===== config.mk =====
export PLATFORM = sky130hd
export DESIGN_NAME = caf_blend
export DESIGN_NICKNAME = d
export VERILOG_FILES = /design/src/sv/caf_pkg.sv /design/src/sv/caf_blend.sv
export SDC_FILE = /design/constraint.sdc
export NUM_CORES = 2
export LEC_CHECK = 0
export ABC_CLOCK_PERIOD_IN_PS = 13790
export BUFFER_PORTS_ARGS = -buffer_cell sky130_fd_sc_hd__buf_2
export CAP_MARGIN = 20
export CORE_ASPECT_RATIO = 0.9
export CORE_MARGIN = 2
export CORE_UTILIZATION = 40
export CTS_CLUSTER_SIZE = 25
export DETAILED_ROUTE_END_ITERATION = 8
export GPL_TIMING_DRIVEN = 1
export PLACE_DENSITY_LB_ADDON = 0.12
export SLEW_MARGIN = 40
export SYNTH_ARGS = -nofsm -noshare
export SYNTH_HDL_FRONTEND = slang
export SYNTH_SLANG_ARGS = --single-unit

===== constraint.sdc =====
create_clock -name clk -period 13.79 [get_ports clk]
set_input_delay 1.379 -clock clk [delete_from_list [all_inputs] [get_ports clk]]
set_output_delay 1.379 -clock clk [all_outputs]
set_load 0.01 [all_outputs]

===== src/sv/caf_pkg.sv =====
// caf_pkg: shared types and constants of the complementary attitude filter.
// No dependencies.
`timescale 1ns / 1ps
package caf_pkg;

  localparam int TBL_BITS  = 24;
  localparam int TBL_LEN   = 24;
  localparam int ALPHA_ONE = 32768;

  // CORDIC datapath widths (operands scaled by 2^16, growth margin);
  // angle holds +-512 degrees in Q.24
  localparam int CW = 36;
  localparam int ZW = 34;

  // register byte addresses
  localparam logic [2:0] ADDR_BLEND  = 3'd0;
  localparam logic [2:0] ADDR_PERIOD = 3'd4;

  // atan(2^-i) in degrees, Q.24
  function automatic logic [ZW-1:0] atan_deg(input logic [4:0] i);
    logic [ZW-1:0] v;
    begin
      case (i)
        5'd0:  v = 34'd754974720;
        5'd1:  v = 34'd445687602;
        5'd2:  v = 34'd235489088;
        5'd3:  v = 34'd119537938;
        5'd4:  v = 34'd60000934;
        5'd5:  v = 34'd30029717;
        5'd6:  v = 34'd15018523;
        5'd7:  v = 34'd7509720;
        5'd8:  v = 34'd3754917;
        5'd9:  v = 34'd1877466;
        5'd10: v = 34'd938734;
        5'd11: v = 34'd469367;
        5'd12: v = 34'd234684;
        5'd13: v = 34'd117342;
        5'd14: v = 34'd58671;
        5'd15: v = 34'd29335;
        5'd16: v = 34'd14668;
        5'd17: v = 34'd7334;
        5'd18: v = 34'd3667;
        5'd19: v = 34'd1833;
        5'd20: v = 34'd917;
        5'd21: v = 34'd458;
        5'd22: v = 34'd229;
        5'd23: v = 34'd115;
        default: v = '0;
      endcase
      return v;
    end
  endfunction

  // sequencer states, one-hot
  typedef enum logic [4:0] {
    ST_IDLE  = 5'b00001,
    ST_CORD  = 5'b00010,
    ST_MUL_A = 5'b00100,
    ST_MUL_B = 5'b01000,
    ST_OUT   = 5'b10000
  } caf_state_t;

endpackage


===== src/sv/caf_blend.sv =====
// caf_blend: per-axis gyro integrate and alpha blend with tilt angle.
// Multiply sequence in phases A and B; depends on caf_pkg.
`timescale 1ns / 1ps
module caf_blend
  import caf_pkg::*;
#(
  parameter int FRAC = 16
) (
  input  logic               clk,
  input  logic               phase_a,
  input  logic               phase_b,
  input  logic signed [15:0] gyro,
  input  logic [23:0]        period,
  input  logic [15:0]        alpha,
  input  logic signed [31:0] est,
  input  logic signed [33:0] acc,
  output logic signed [31:0] result
);

  localparam int SH = TBL_BITS - FRAC;

  logic signed [40:0] prod_r;
  logic signed [40:0] inc_rnd;
  logic signed [33:0] ge;
  logic signed [51:0] t1_r, t2_r;
  logic signed [51:0] s;

  // first cycle: gyro times period
  always_ff @(posedge clk) begin
    if (phase_a) prod_r <= gyro * $signed({1'b0, period});
  end

  assign inc_rnd = (SH == 0) ? prod_r : (prod_r + 41'(1 <<< (SH - 1))) >>> SH;
  assign ge = 34'(est) + 34'(inc_rnd);

  // second cycle: the two weight products
  always_ff @(posedge clk) begin
    if (phase_b) begin
      t1_r <= $signed({1'b0, alpha}) * ge;
      t2_r <= $signed(17'(ALPHA_ONE) - {1'b0, alpha}) * acc;
    end
  end

  // round, floor and saturate
  always_comb begin
    s = (t1_r + t2_r + 52'sd16384) >>> 15;
    if (s > 52'sd2147483647)       result = 32'h7fffffff;
    else if (s < -52'sd2147483648) result = 32'h80000000;
    else                           result = s[31:0];
  end

endmodule


=== After elaboration in Yosys (flattened, before gate mapping) ===
Index checks and enable logic that the tools add are counted.

* Add/sub/neg operators: 5
* $mul: 3
* Divide/modulo/power cells: 0
* $lt $le $gt $ge: 2
* Equality and inequality tests: 0
* Shift-type cells: 0
* Multiplexer cells: 2
* Bitwise logic cells: 0
* Reduce and logical (&&, ||, !) cells: 0

{| class="wikitable"
|+ Operator list
! operator !! number
|-
| multiplier 17 x 34 -> 51 bit || 2
|-
| 2-to-1 mux 32 bit || 2
|-
| adder 52 x 16 -> 52 bit (second input constant) || 1
|-
| adder 52 bit || 1
|-
| adder 41 x 9 -> 41 bit (second input constant) || 1
|-
| multiplier 16 x 25 -> 41 bit || 1
|-
| > comparator 37 x 32 -> 1 bit (second input constant) || 1
|-
| less-than comparator 37 x 32 -> 1 bit (second input constant) || 1
|-
| adder 32 x 33 -> 34 bit || 1
|-
| subtractor 16 x 16 -> 17 bit (first input constant) || 1
|}

* Register bits: 145
* Latch bits: 0
* RAM bits: 0
* Bits in read-only memories: 0
* Input bits: 125
* Output and inout bits: 32
* Word-level logic and storage cells: 15
* Memories: 0

=== Longest topological paths before layout ===
* Depth after elaboration: 5
* Depth in mapped cells: 41
* Gate-level depth less buffers: 39

=== Worst setup path after synthesis ===
No wires, ideal clock.

* Kind: input -> register
* Start point: in est[0]
* End point: reg t1_r[47], data pin
* Setup time: 262 ps
* Data arrival time: 9,600 ps
* Required time: 13,528 ps
* Setup slack: 3,928 ps
* Stages: 35
* Path buffers: 1
* Cell sequence: ha_1 > fa_1 > a21o_1 > a21oi_1 > o21a_1 > o31ai_2 > a41o_1 > a21oi_1 > o21bai_1 > a21oi_1 > xnor2_1 > clkbuf_1 > nand2_1 > fa_1 > inv_1 > fa_1 > inv_1 > fa_1 > inv_1 > fa_1 > inv_1 > fa_1 > inv_1 > fa_1 > ha_1 > and3_1 > and3_1 > a221oi_1 > o21ai_0 > a211oi_1 > o2111ai_1 > a31oi_1 > nor3_1 > a211oi_1 > xnor2_1

* Cells in the longest elaborated chain, start to end: 2

{| class="wikitable"
|+ RTL lines
! what !! line !! text
|-
| start: declaration || caf_blend.sv:15 || <nowiki>input logic signed [31:0] est,</nowiki>
|-
| adder 32 x 33 -> 34 bit || caf_blend.sv:34 || <nowiki>assign ge = 34'(est) + 34'(inc_rnd);</nowiki>
|-
| multiplier 17 x 34 -> 51 bit || caf_blend.sv:39 || <nowiki>t1_r <= $signed({1'b0, alpha}) * ge;</nowiki>
|-
| end signal: assignment || caf_blend.sv:39 ||
|-
| end: declaration || caf_blend.sv:25 || <nowiki>logic signed [51:0] t1_r, t2_r;</nowiki>
|}

Every way passes these cells.
A chain may end at the register's enable or synchronous reset.

=== Worst setup path in the final report ===
* Start point: reg prod_r[8]
* End point: reg t1_r[50], data pin

* Cells in the longest elaborated chain, start to end: 3

{| class="wikitable"
|+ RTL lines
! what !! line !! text
|-
| start: declaration || caf_blend.sv:22 || <nowiki>logic signed [40:0] prod_r;</nowiki>
|-
| start signal: assignment || caf_blend.sv:30 || <nowiki>if (phase_a) prod_r <= gyro * $signed({1'b0, period});</nowiki>
|-
| adder 41 x 9 -> 41 bit || caf_blend.sv:33 || <nowiki>assign inc_rnd = (SH == 0) ? prod_r : (prod_r + 41'(1 <<< (SH - 1))) >>> SH;</nowiki>
|-
| adder 32 x 33 -> 34 bit || caf_blend.sv:34 ||
|-
| multiplier 17 x 34 -> 51 bit || caf_blend.sv:39 ||
|}

Every way passes these cells.

==> flow_metrics.py <==
metrics = {
    "global_route": {
        "antenna_found_initial": 10,
        "grt_pass1_wl_um": 270000,
        "grt_pass1_vias": 47600,
        "grt_max_degree": 57,
        "track_usage": 0.226,
        "grt_overflow": 0,
    },
    "clock_tree": {
        "cts_tree": "done",
        "clock_latency_ns": 0.47,
        "clock_path_buffers": 2,
        "htreeDepth": 4,
        "hold_buffers": 0,
        "cts_resized": 0,
        "clkTransAtPathRegs_ns": 0.07,
        "root_buffer": "clkbuf_16",
        "clock_sinks": 136,
        "cts_setup_buffers": 0,
        "numCtsBuffers": 17,
    },
    "die": {
        "die_h_um": 373,
        "die_w_um": 414,
        "row_count": 135,
        "die-area_mm2": 0.154,
        "io_pins": 157,
        "core-area_mm2": 0.150,
        "initial_core_util": 0.402,
    },
    "sta": {
        "min_period_ns": 11.27,
        "hold_violations": 0,
        "skew_ns": 0.0106,
        "maxSlewHeadroom": 0.433,
        "finalCritPeriodShare": 0.817,
        "fin_setup_tns_ns": 0,
        "grt_setup_unrepaired": "false",
        "fmax_mhz": 88.7,
        "maxSlewViolCount": 0,
        "tightest_slew_ns": 0.843,
        "setup_violations": 0,
    },
    "synthesis": {
        "synth_top_area_share": 0.454,
        "synth_cells": 6676,
        "yosysMostFrequentCell": "inv_1",
        "synth_common_cells": "1504 x inv_1, 1369 x fa_1, 1011 x nand2_1, 534 x and2_1, 508 x ha_1",
        "syn_avg_cell_area_um2": 9.05,
        "ys_warn_count": 0,
        "synth_cell_type_count": 76,
        "synth-async-reset-ratio": 0,
        "synth_area_leader_cell": "fa_1",
        "synthTopCellsByArea": "fa_1 45%, ha_1 11%, inv_1 9.3%",
        "syn-num-nets": 8678,
        "ys_ff_latch": 136,
        "synth_edf_count": 136,
        "synth-main-ff-cell": "edfxtp_1",
        "syn_area_mm2": 0.0604,
        "seq_area_frac_synth": 0.0676,
    },
    "drt": {
        "drc": 0,
        "drt-total-wl_um": 167000,
        "vias_per_cell": 5.08,
        "vias": 43900,
        "wl_per_cell_um": 19.4,
        "ant_nets": 0,
        "firstDrtPassIters": 6,
        "initialDrtViolationCount": 2480,
    },
    "critical_path": {
        "worstSetupPathType": "flip-flop to flip-flop",
        "startpoint_type": "flip-flop",
        "endpoint_kind": "flip-flop",
        "path_max_fanout": 27,
        "crit_path_max_incr_delay_ns": 0.83,
        "required_ns": 14.02,
        "crit_path_top_delay_cell": "ha_1",
        "cp_common_cell": "fa_1",
        "rrSetupSlack_ns": 2.52,
        "worstPathArrival_ns": 11.50,
    },
    "placement": {
        "hpwl_um": 134000,
        "finalWeightedCongestion": 0.845,
        "port_buffers": 156,
    },
    "status": {
        "outcome": "finished, final reports clean",
    },
    "hold_path": {
        "min_path_type": "flip-flop to flip-flop",
    },
    "final_layout": {
        "num-nets-final": 8638,
        "drive_gt1_frac": 0.0502,
        "area_growth_pct": 5.68,
    },
    "job": {
        "cap_violations": 0,
    },
}
## kinds of logic after synthesis
family	Yosys count	share of synthesized area
compound gates	609	0.0647
xor+xnor	244	0.0354
fa+ha+maj	1883	0.560
buf+inv	1791	0.112
flops	136	0.0676
mux	1	0.000186
simple gates	2012	0.161
## through the flow
step	utilization	worst slack, ns	hold slack [ns]	instance area (um^2)	instances
6_report	0.425	2.52	1.22	63800	8643
5_1_grt	0.425	1.57	1.30	63800	8636
4_1_cts	0.425	2.50	1.24	63800	8635
3_5_place_dp	0.421	2.54	1.21	63300	8603
3_3_place_gp	0.421	2.46	1.21	63200	8603
2_1_floorplan	-	3.93	0.855	60400	6676
## worst paths after layout
| path | start | endpoint | depth (start not counted) |
|---|---|---|---|
| min | prod_r[7] | t1_r[0] | 4 |
| min reg2reg | prod_r[7] | t1_r[0] | 4 |
| max reg2reg | prod_r[8] | t1_r[50] | 35 |
| max | prod_r[8] | t1_r[50] | 35 |
## final cells by class
| type | instances | area [um^2] |
|---|---|---|
| clock buffers | 18 | 429 |
| diodes | 8 | 20.0 |
| flip-flops and latches | 136 | 4080 |
| fillers | 15100 | 86300 |
| well taps | 1986 | 2480 |
| multi-input cells | 4749 | 49700 |
| inverters | 1504 | 5650 |
| repair buffers | 228 | 1330 |
| clock inverters | 14 | 113 |
## layer usage
metal,share of wire,vias up,global-route usage
met5,0,-,0
met2,0.48,1006,0.379
met1,0.45,22700,0.315
met3,0.042,181,0.0183
li1,-,20000,-
met4,0.027,0,0.0589
## registers in the layout, summed over array words and instances, names as in the netlist
| register | count |
|---|---|
| t1_r | 51 |
| t2_r | 51 |
| prod_r | 34 |
## placed cells by master, fill, tap and decap left out, types with 12 or more instances in the layout
master / netlist / layout
nand2b_1: 37 / 37
a31oi_1: 12 / 12
nand3_1: 69 / 69
a21oi_1: 180 / 180
buf_4: 0 / 74
nor4_1: 16 / 16
a21o_1: 86 / 86
xor2_1: 68 / 61
ha_1: 508 / 508
clkbuf_16: 0 / 17
xnor2_1: 176 / 169
and3_1: 41 / 41
inv_1: 1504 / 1503
nand4_1: 28 / 28
o21bai_1: 18 / 18
and4_1: 18 / 18
o211ai_1: 32 / 32
nand2_1: 1011 / 1011
o21a_1: 32 / 32
o21ai_0: 132 / 126
fa_1: 1369 / 1368
or2_2: 35 / 35
edfxtp_1: 136 / 136
and2_1: 534 / 534
a211oi_1: 17 / 17
nor2_1: 128 / 127
nor2b_1: 22 / 21
buf_2: 1 / 154
nor3_1: 40 / 40
## critical path: cells and delay by family (launching register included)
family / cells / cell delay [ns]
AO/OA/AOI/OAI: 8 / 1.82
XOR/XNOR: 2 / 0.31
adder cells (fa/ha/maj): 9 / 4.41
buffers and inverters: 3 / 0.15
flip-flops: 1 / 0.37
AND/OR/NAND/NOR: 13 / 3.96
Power is left out: the tool's default activity adds up to more than one toggle a clock period on the data nets, which glitch-free logic cannot reach.
